File: config.mk
export PLATFORM = sky130hd
export DESIGN_NAME = utf8_to_utf16_bmp_decoder_core
export DESIGN_NICKNAME = d
export VERILOG_FILES = /design/src/hw/rtl/u8u16_pkg.sv /design/src/hw/rtl/u8u16_step.sv /design/src/hw/rtl/utf8_to_utf16_bmp_decoder_core.sv
export SDC_FILE = /design/constraint.sdc
export NUM_CORES = 1
export LEC_CHECK = 0
export ABC_AREA = 1
export BUFFER_PORTS_ARGS = -buffer_cell sky130_fd_sc_hd__buf_2
export CORE_AREA = 2 2 78 58
export CTS_CLUSTER_DIAMETER = 30
export CTS_CLUSTER_SIZE = 28
export DETAILED_ROUTE_END_ITERATION = 16
export DIE_AREA = 0 0 80 60
export PLACE_DENSITY = 0.81
export SYNTH_ARGS = -nofsm -noshare
export SYNTH_HDL_FRONTEND = slang
export SYNTH_SLANG_ARGS = --single-unit
File: constraint.sdc
create_clock -name clk -period 3.46 [get_ports clk]
set_input_delay 0.346 -clock clk [delete_from_list [all_inputs] [get_ports clk]]
set_output_delay 0.346 -clock clk [all_outputs]
set_load 0.02 [all_outputs]
File: src/hw/rtl/u8u16_pkg.sv
// Package for the UTF-8 to UTF-16 (BMP) decoder.
// Holds the decoder state and result types, result kind codes and offset table.
// No dependencies.
package u8u16_pkg;

  localparam int SumWidth  = 20;
  localparam int UnitWidth = 16;

  localparam logic [1:0] KIND_UNIT  = 2'd0;
  localparam logic [1:0] KIND_ERROR = 2'd1;
  localparam logic [1:0] KIND_END   = 2'd2;

  localparam logic [7:0] LEAD1_MASK = 8'h80;
  localparam logic [7:0] LEAD2_MASK = 8'hE0;
  localparam logic [7:0] LEAD2_CODE = 8'hC0;
  localparam logic [7:0] LEAD3_MASK = 8'hF0;
  localparam logic [7:0] LEAD3_CODE = 8'hE0;

  typedef struct packed {
    logic [1:0]          bytes_remaining;
    logic [1:0]          sequence_length;
    logic [SumWidth-1:0] accumulated_sum;
    logic                dropping_rest;
  } dec_state_t;

  typedef struct packed {
    logic                 has_result;
    logic [UnitWidth-1:0] code_unit;
    logic [1:0]           result_kind;
    logic                 end_of_string;
  } dec_result_t;

  // offset removed from the summed bytes, by continuation count
  function automatic logic [SumWidth-1:0] len_offset(input logic [1:0] seq_len);
    logic [SumWidth-1:0] off;
    case (seq_len)
      2'd1:    off = 20'h03080;
      2'd2:    off = 20'hE2080;
      default: off = '0;
    endcase
    return off;
  endfunction

endpackage

File: src/hw/rtl/u8u16_step.sv
// Next-state and result logic for one byte of the UTF-8 decoder.
// Purely combinational; uses u8u16_pkg.
module u8u16_step
  import u8u16_pkg::*;
(
  input  dec_state_t  cur,
  input  logic [7:0]  in_byte,
  input  logic        last_byte,
  output dec_state_t  nxt,
  output dec_result_t res
);

  logic [1:0]          trail;
  logic                bad_lead;
  logic [SumWidth-1:0] sum_shift;
  logic [SumWidth-1:0] unit_diff;
  logic [1:0]          rem_dec;

  always_comb begin
    trail    = 2'd0;
    bad_lead = 1'b0;
    if ((in_byte & LEAD1_MASK) == 8'h00) begin
      trail = 2'd0;
    end else if ((in_byte & LEAD2_MASK) == LEAD2_CODE) begin
      trail = 2'd1;
    end else if ((in_byte & LEAD3_MASK) == LEAD3_CODE) begin
      trail = 2'd2;
    end else begin
      bad_lead = 1'b1;
    end
  end

  assign sum_shift = {cur.accumulated_sum[SumWidth-7:0], 6'b0} + {12'b0, in_byte};
  assign unit_diff = sum_shift - len_offset(cur.sequence_length);
  assign rem_dec   = cur.bytes_remaining - 2'd1;

  always_comb begin
    nxt = cur;
    res = '{has_result: 1'b0, code_unit: '0, result_kind: KIND_UNIT, end_of_string: 1'b0};
    if (cur.dropping_rest) begin
      if (last_byte) begin
        nxt.dropping_rest = 1'b0;
        res.has_result    = 1'b1;
        res.result_kind   = KIND_END;
        res.end_of_string = 1'b1;
      end
    end else if (cur.bytes_remaining == 2'd0) begin
      if (bad_lead) begin
        nxt.bytes_remaining = '0;
        nxt.sequence_length = '0;
        nxt.accumulated_sum = '0;
        nxt.dropping_rest   = !last_byte;
        res.has_result      = 1'b1;
        res.result_kind     = KIND_ERROR;
        res.end_of_string   = last_byte;
      end else if (trail == 2'd0) begin
        res.has_result    = 1'b1;
        res.code_unit     = {8'h00, in_byte};
        res.end_of_string = last_byte;
      end else if (last_byte) begin
        nxt.bytes_remaining = '0;
        nxt.sequence_length = '0;
        nxt.accumulated_sum = '0;
        res.has_result      = 1'b1;
        res.result_kind     = KIND_ERROR;
        res.end_of_string   = 1'b1;
      end else begin
        nxt.accumulated_sum = {12'b0, in_byte};
        nxt.bytes_remaining = trail;
        nxt.sequence_length = trail;
      end
    end else begin
      if (rem_dec == 2'd0) begin
        nxt.bytes_remaining = '0;
        nxt.sequence_length = '0;
        nxt.accumulated_sum = '0;
        res.has_result      = 1'b1;
        res.code_unit       = unit_diff[UnitWidth-1:0];
        res.end_of_string   = last_byte;
      end else if (last_byte) begin
        nxt.bytes_remaining = '0;
        nxt.sequence_length = '0;
        nxt.accumulated_sum = '0;
        res.has_result      = 1'b1;
        res.result_kind     = KIND_ERROR;
        res.end_of_string   = 1'b1;
      end else begin
        nxt.accumulated_sum = sum_shift;
        nxt.bytes_remaining = rem_dec;
      end
    end
  end

endmodule

File: src/hw/rtl/utf8_to_utf16_bmp_decoder_core.sv
// Channel  | handshake           | payload
// in       | in_valid / in_stall   | in_byte[7:0], last_byte
// out      | out_valid / out_stall | code_unit[15:0], result_kind[1:0], end_of_string
//
// One byte per cycle while out_stall is low; input register, then result register.
// The decode step (u8u16_step) sits between the two registers and updates the sequence state.
// rst (synchronous, active high) clears valids and decoder state.
// A stalled result holds; the input register still drains bytes that give no result.
// Top level of the UTF-8 to UTF-16 BMP decoder; uses u8u16_pkg and u8u16_step.
module utf8_to_utf16_bmp_decoder_core
  import u8u16_pkg::*;
(
  input  logic        clk,
  input  logic        rst,
  input  logic        in_valid,
  output logic        in_stall,
  input  logic [7:0]  in_byte,
  input  logic        last_byte,
  output logic        out_valid,
  input  logic        out_stall,
  output logic [15:0] code_unit,
  output logic [1:0]  result_kind,
  output logic        end_of_string
);

  logic        s1_valid;
  logic [7:0]  s1_byte;
  logic        s1_last;
  dec_state_t  state;
  dec_state_t  state_next;
  dec_result_t res;
  logic        out_free;
  logic        s1_adv;
  logic        in_take;

  u8u16_step u_step (
    .cur      (state),
    .in_byte  (s1_byte),
    .last_byte(s1_last),
    .nxt      (state_next),
    .res      (res)
  );

  assign out_free = !out_valid || !out_stall;
  assign s1_adv   = s1_valid && (!res.has_result || out_free);
  assign in_stall = s1_valid && !s1_adv;
  assign in_take  = in_valid && !in_stall;

  always_ff @(posedge clk) begin
    if (rst) begin
      s1_valid <= 1'b0;
    end else if (in_take) begin
      s1_valid <= 1'b1;
    end else if (s1_adv) begin
      s1_valid <= 1'b0;
    end
  end

  always_ff @(posedge clk) begin
    if (in_take) begin
      s1_byte <= in_byte;
      s1_last <= last_byte;
    end
  end

  always_ff @(posedge clk) begin
    if (rst) begin
      state <= '0;
    end else if (s1_adv) begin
      state <= state_next;
    end
  end

  always_ff @(posedge clk) begin
    if (rst) begin
      out_valid <= 1'b0;
    end else if (s1_adv && res.has_result) begin
      out_valid <= 1'b1;
    end else if (!out_stall) begin
      out_valid <= 1'b0;
    end
  end

  always_ff @(posedge clk) begin
    if (s1_adv && res.has_result) begin
      code_unit     <= res.code_unit;
      result_kind   <= res.result_kind;
      end_of_string <= res.end_of_string;
    end
  end

`ifndef SYNTHESIS
  a_end_closes: assert property (@(posedge clk) disable iff (rst)
    out_valid && result_kind == KIND_END |-> end_of_string)
    else $error("end-only transaction without end_of_string");

  a_no_unit_on_fault: assert property (@(posedge clk) disable iff (rst)
    out_valid && (result_kind == KIND_ERROR || result_kind == KIND_END) |-> code_unit == '0)
    else $error("error or end transaction carries a code unit");

  a_drop_no_seq: assert property (@(posedge clk) disable iff (rst)
    state.dropping_rest |-> state.bytes_remaining == 2'd0)
    else $error("dropping while a sequence is open");

  a_result_from_byte: assert property (@(posedge clk) disable iff (rst)
    $rose(out_valid) |-> $past(s1_valid))
    else $error("result without a byte in the input register");
`endif

endmodule
==> impl_results.md, run 1 <==
* Status: finished clean
* Fin crit period at 2.71 ns
* Antenna-violating nets left at 0
* TritonCTS clock tree: built
* P&R area growth vs syn at 12.8%
* Setup violations, final at 0
* Seq pwr share at 0.538
* # IOs at 34
* Worst Hold Class: primary input to register
* Syn Inst Count at 296
* First-pass DRT Iterations at 5
* Worst-skew pair later-pin latency at 0.31 ns
* First-pass GRT wire length at 8180 µm
* Pwr Total at 0.00113 W
* GP Congestion at 0.864
* TNS Setup at 0 ns
* Average size of a mapped cell at 8.09 µm²
* FF+latch area at 1180 µm²
* Sw power at 0.000305 W
* Via density at 5.31
* Dpl ws at 0.818 ns
* Initial Utilization at 0.584
* CP Cell Sequence: ha_1, nand3_2, nand2_1, nand3_1, nor2_1, xor2_1, ha_1, inv_1, nor2_1, nand3_1, nand3_1, nand2_1, nand2_1, nor2_1
* Worst-Margin Slew at 0.767 ns
* IO buf count at 33
* Wire per inst at 12.9 µm
* Vert. Die Dim at 60 µm
* CP endpoint: code_unit[15]
* Post-synth EDFFs at 28
* DRC at 0
* Max IR drop VDD at 310 µV
* Final HPWL DP at 3740 µm
* Combinational power share at 0.128
* Seq/Total Area, Yosys at 0.493
* Worst reg2reg path startpoint: s1_byte[7]
* CP peak stage delay at 0.48 ns
* Main synth FF type: edfxtp_1
* Hold Path Origin: last_byte
* Async set-reset flop share out of synthesis at 0
* Most common cell after layout, fill and taps aside: nand2_1
* Power per Cell Area at 419 nW/µm²
* Vias in the first global route at 1,791
* CTS sink count at 45
* Gr usage total at 0.227
* Fill cells at 367
* Antenna diodes at 0
* Period utilization at 0.784
* Root Buffer: clkbuf_8
* Bufs and invs on worst path at 1
* Worst Setup SP: s1_byte[7]
* Max_slew headroom at 0.488
* Die ar. at 4800 µm²
* CP startpoint kind: register
* Fin Clk Skew at 0.00730 ns
* Core box area at 4100 µm²
* Clk slew on worst S/H paths at 0.09 ns
* Proportion of power drawn by the clock network at 0.333
* F_max at 0.368 GHz
* Path depth of the worst reg2reg path at 14
* Final Max Tran Viols at 0
* Vias at 2,060
* Critical path arrival at 2.78 ns
* Worst Setup Slack, final at 0.746 ns
* CTS Buffer Depth at 2
* Final wirelength at 5020 µm
* RSZ-0062 raised after global routing: no
* Post-synthesis cell type count at 28
* Die W at 80 µm
* Max Cap Viol at 0
* H-tree level count at 2
* CP Capture Type: register
* Row count at 20
* Yosys warns at 0
* Leakage at 1.27 nW
* CTS-repair resized insts at 0
* Sw Ratio at 0.269
* Commonest cells after routing, fill and taps aside: nand2_1 (66), nor2_1 (50), inv_1 (44), buf_2 (33), edfxtp_1 (28)
* Hold Vio Cnt, Final at 0
* Stages on the worst setup path at 14
* Reg2reg end: code_unit[15]
* Initial antenna violation count at 0
* Worst reg2reg setup slack at 0.75 ns
* Footprint of the multi-input gates at 1000 µm²
* Setup CP Type: register to register
* Largest net degree at the start of global routing at 20
* Worst path slowest cell: edfxtp_1
* P_int at 0.000829 W
* First DRT Iteration DRCs at 214
* Num CTS Buffers at 5
* Maximum fanout along the worst path at 5
* Share of layout cells above drive strength 1 at 0.168
* Setup Fix Bufs, Post-CTS at 0
* Worst path top cell family by delay: simple AND/OR/NAND/NOR gates
* Nets at 355
* Hold_buf cts at 0
* Area of the mapped netlist at 2400 µm²
* Worst EP required at 3.53 ns
* Syn Nets at 319
* FF+latch count, synth at 45
* Grt ovf at 0
-- worst register-to-register path, delay by kind of cell (launching register included) --
family                   cells  cell delay, ns
AND/OR/NAND/NOR             10            1.11
buffers and inverters        1            0.06
flip-flops                   1            0.48
adder cells (fa/ha/maj)      2            0.72
XOR/XNOR                     1            0.10
-- worst min-delay path by stage --
stage / endpoint / slack (ns) / cells after the start
after detailed placement: state[24] / 0.47 / 2
after global placement: state[24] / 0.46 / 2
after CTS: s1_byte[3] / 0.20 / 1
after floorplan: state[1] / 0.42 / 1
after global routing: s1_last / 0.20 / 1
final: s1_last / 0.21 / 1
-- cell families after synthesis --
family / share of synthesized area
buffers and inverters: 0.0893
AOI/OAI and AO/OA: 0.0632
DFF: 0.493
xor gates and xnor gates: 0.00731
and+or+nand+nor: 0.292
adders and majority gates: 0.0554
-- synthesized netlist by cell type, types with 2 or more instances --
master,number,share of area
nand4_1,3,0.0078
inv_2,3,0.0047
nand3_1,27,0.056
nand2_2,2,0.0052
edfxtp_1,28,0.35
a21oi_1,15,0.031
xor2_1,2,0.0073
inv_1,44,0.069
o21ai_1,3,0.0063
nand2_1,66,0.10
buf_6,3,0.014
ha_1,9,0.047
dfxtp_1,17,0.14
nor2_2,3,0.0078
nor2_1,50,0.078
o21ai_0,9,0.019
-- cell type report --
class,instances,area share
inverters,47,0.0653
repair buffers,33,0.0611
multi-input cells,200,0.370
well taps,55,0.0255
clock inverters,2,0.00602
clock buffers,6,0.0347
flip-flops and latches,45,0.437
-- sequential cells by signal, summed over array words and instances (netlist names) --
name	count
code_unit	16
state	15
s1_byte	8
result_kind	2
end_of_string	1
out_valid	1
s1_last	1
s1_valid	1
-- power by group through the flow --
stage               Sequential, W  Combinational (W)  Clock, W
detailed placement       0.000622           0.000142         0
finish                   0.000610           0.000146  0.000378
CTS                      0.000610           0.000144  0.000382
floorplan                0.000634          0.0000902         0
global placement         0.000621           0.000139         0
global route             0.000613           0.000163  0.000399
-- per-layer routing --
| metal | wire (µm) | GRT usage |
|---|---|---|
| met4 | 78 | 0.0872 |
| met1 | 2390 | 0.322 |
| met2 | 2160 | 0.338 |
| met5 | 0 | 0 |
| met3 | 395 | 0.0544 |
-- per-stage QoR --
stage | instances | hold WS (ns) | util | cell area [µm²]
finish | 388 | 0.207 | 0.659 | 2700
global route | 388 | 0.199 | 0.659 | 2700
CTS | 388 | 0.201 | 0.659 | 2700
detailed placement | 380 | 0.469 | 0.632 | 2590
global placement | 380 | 0.459 | 0.632 | 2590
floorplan | 296 | 0.415 | - | 2400
(Power assumes the default switching activity.)
==> inputs of run 2 (changes only) <==
--- a/config.mk
+++ b/config.mk
@@ -5,14 +5,14 @@
 export SDC_FILE = /design/constraint.sdc
 export NUM_CORES = 1
 export LEC_CHECK = 0
-export ABC_AREA = 1
+export ABC_AREA = 0
 export BUFFER_PORTS_ARGS = -buffer_cell sky130_fd_sc_hd__buf_2
-export CORE_AREA = 2 2 78 58
+export CORE_AREA = 2 2 84 62
 export CTS_CLUSTER_DIAMETER = 30
 export CTS_CLUSTER_SIZE = 28
 export DETAILED_ROUTE_END_ITERATION = 16
-export DIE_AREA = 0 0 80 60
-export PLACE_DENSITY = 0.81
+export DIE_AREA = 0 0 86 64
+export PLACE_DENSITY = 0.73
 export SYNTH_ARGS = -nofsm -noshare
 export SYNTH_HDL_FRONTEND = slang
 export SYNTH_SLANG_ARGS = --single-unit
==> constraint.sdc (replaced) <==
create_clock -name clk -period 2.39 [get_ports clk]
set_input_delay 0.239 -clock clk [delete_from_list [all_inputs] [get_ports clk]]
set_output_delay 0.239 -clock clk [all_outputs]
set_load 0.02 [all_outputs]
==> impl_results.md, run 2 <==
* Post-synth EDFFs at 28
* Clk slew on worst S/H paths at 0.08 ns
* CP peak stage delay at 0.49 ns
* Nets at 316
* CTS sink count at 45
* Syn Nets at 248
* GP Congestion at 0.845
* Period utilization at 1.19
* Bufs and invs on worst path at 2
* Critical path arrival at 3.01 ns
* Commonest cells after routing, fill and taps aside: buf_4 (37), buf_2 (33), edfxtp_1 (28), nor2_1 (19), dfxtp_1 (17)
* Initial antenna violation count at 0
* Root Buffer: clkbuf_8
* F_max at 0.352 GHz
* Placed inst area at 2780 µm²
* Biggest regs: code_unit: 16 flops, state: 15 flops, s1_byte: 8 flops
* Via density at 5.61
* Dpl cells at 337
* First DRT Iteration DRCs at 112
* Async set-reset flop share out of synthesis at 0
* Main synth FF type: edfxtp_1
* Leakage at 1.16 nW
* Final Max Tran Viols at 0
* Worst path top cell family by delay: adder cells
* Worst Setup Slack, final at -0.451 ns
* Most common cell after layout, fill and taps aside: buf_4
* Max IR drop VDD at 326 µV
* Final Cell Area at 2970 µm²
* H-tree level count at 2
* CP startpoint kind: register
* Status: finished with violations
* Worst-skew pair later-pin latency at 0.30 ns
* Area of the mapped netlist at 2340 µm²
* Synth area leader: edfxtp_1
* Worst-Margin Slew at 0.521 ns
* First-pass GRT wire length at 8710 µm
* Worst EP required at 2.56 ns
* Average size of a mapped cell at 10.4 µm²
* Fin Clk Skew at 0.00659 ns
* IO buf count at 33
* Hold Vio Cnt, Final at 0
* Power per Cell Area at 576 nW/µm²
* Failing checks: setup timing
* Setup CP Type: register to register
* Initial Utilization at 0.503
* Final HPWL DP at 3870 µm
* Max_slew headroom at 0.650
* Largest net degree at the start of global routing at 20
* Share of layout cells above drive strength 1 at 0.337
* CTS Buffer Depth at 2
* Max Cap Viol at 0
* CP Capture Type: register
* Maximum fanout along the worst path at 3
* Number of flip-flops under the largest register name at 16
* Vias at 1,969
* # IOs at 34
* Fin crit period at 2.84 ns
* Antenna diodes at 0
* Setup violations, final at 3
* TritonCTS clock tree: built
* Antenna-violating nets left at 0
* FF+latch count, synth at 45
* Syn Inst Count at 225
* Finished Layout Cells at 351
* Yosys warns at 0
* CP Cell Sequence: ha_4, fa_2, inv_2, nor2_2, xnor2_1, ha_2, or4b_4, a2111oi_4, buf_4, o2111ai_1, a21bo_1
* Grt ovf at 0
* Row count at 21
* Vias in the first global route at 1,801
* Share of the synthesized area in the top cell type at 0.359
* Die W at 86 µm
* First-pass DRT Iterations at 4
* Gr usage total at 0.206
* Worst Hold Class: primary input to register
* Post-layout util at 0.639
* Final wirelength at 5340 µm
* Seq/Total Area, Yosys at 0.505
* Core box area at 4650 µm²
* Post-synthesis cell type count at 57
* RSZ-0062 raised after global routing: yes
* Num CTS Buffers at 5
* DRC at 0
* Most instantiated cells after synthesis: edfxtp_1 (28), nor2_1 (21), a21oi_1 (17), dfxtp_1 (17), nand2_1 (15)
* Count leader, synth: edfxtp_1
* Synth top area cells: edfxtp_1 (36%), dfxtp_1 (15%), ha_1 (4.8%)
* P&R area growth vs syn at 27.0%
* Largest Register: code_unit
* Vert. Die Dim at 64 µm
* Hold_buf cts at 0
* Wire per inst at 15.2 µm
* Die ar. at 5500 µm²
* Worst path slowest cell: or4b_4
==> run 2: cell count changes in the layout (fill, tap and decap cells not counted), moves of 8 or more <==
cell     before  now
buf_4         0   37
nand3_1      27   10
nor2_1       50   19
inv_1        44   10
nand2_1      66   15
and2_1        0    8
==> run 2: kinds of logic (layout without fill, tap and decap cells) <==
kind of cell	Yosys count	after routing	synth area share
buffers and inverters	20	89	0.0353
AO/OA/AOI/OAI	55	55	0.170
AND/OR/NAND/NOR	85	85	0.196
flip-flops	45	45	0.505
multiplexers	1	1	0.00428
XOR/XNOR	9	9	0.0337
adder cells (fa/ha/maj)	10	10	0.0567
==> run 2: where the power goes <==
part | switching, W | total (W) | internal [W]
clock | 0.000249 | 0.000558 | 0.000309
sequential | 0.0000173 | 0.000885 | 0.000868
combinational | 0.000160 | 0.000269 | 0.000109
==> run 2: metrics by stage <==
stage | setup WS [ns] | hold WS, ns | power, W | setup TNS (ns)
6_report | -0.451 | 0.116 | 0.00171 | -1.04
5_1_grt | -0.541 | 0.106 | 0.00178 | -1.37
4_1_cts | -0.417 | 0.112 | 0.00171 | -0.892
3_5_place_dp | -0.428 | 0.417 | 0.00116 | -0.992
3_3_place_gp | -0.325 | 0.416 | 0.00115 | -0.756
2_1_floorplan | -0.410 | 0.338 | 0.00106 | -1.11
==> run 2: metal layers <==
layer / share of wire / vias to the layer above / track usage
li1: - / 967 / -
met1: 0.49 / 944 / 0.301
met2: 0.46 / 51 / 0.302
met3: 0.046 / 7 / 0.0439
met4: 0.0090 / 0 / 0.0694
met5: 0 / - / 0
==> run 2: area by class of cell <==
class                      count  area (µm²)
fill                         352        1680
sequential                    45        1180
timing repair buffer          70         443
multi-input combinational    160        1130
clock buffer                   6        72.6
tap                           57        71.3
inverter                      11        41.3
clock inverter                 2        33.8
==> run 2: worst paths after layout <==
check                  endpoint       start  cells after the start  slack (ns)
setup / recovery  code_unit[15]  s1_byte[6]                     11       -0.45
hold / removal       s1_byte[5]  in_byte[5]                      1        0.12
setup reg to reg  code_unit[15]  s1_byte[6]                     11       -0.45
hold reg to reg       state[10]   state[10]                      2        0.48
==> run 2: repair_timing <==
| item | CTS | global route |
|---|---|---|
| resized for setup | 4 | 8 |
| cloned | 0 | 0 |
| setup buffers | 3 | 3 |
| endpoints found under the hold margin | 0 | 0 |
| pin swaps | 0 | 2 |
| endpoints found under the setup margin | 3 | 5 |
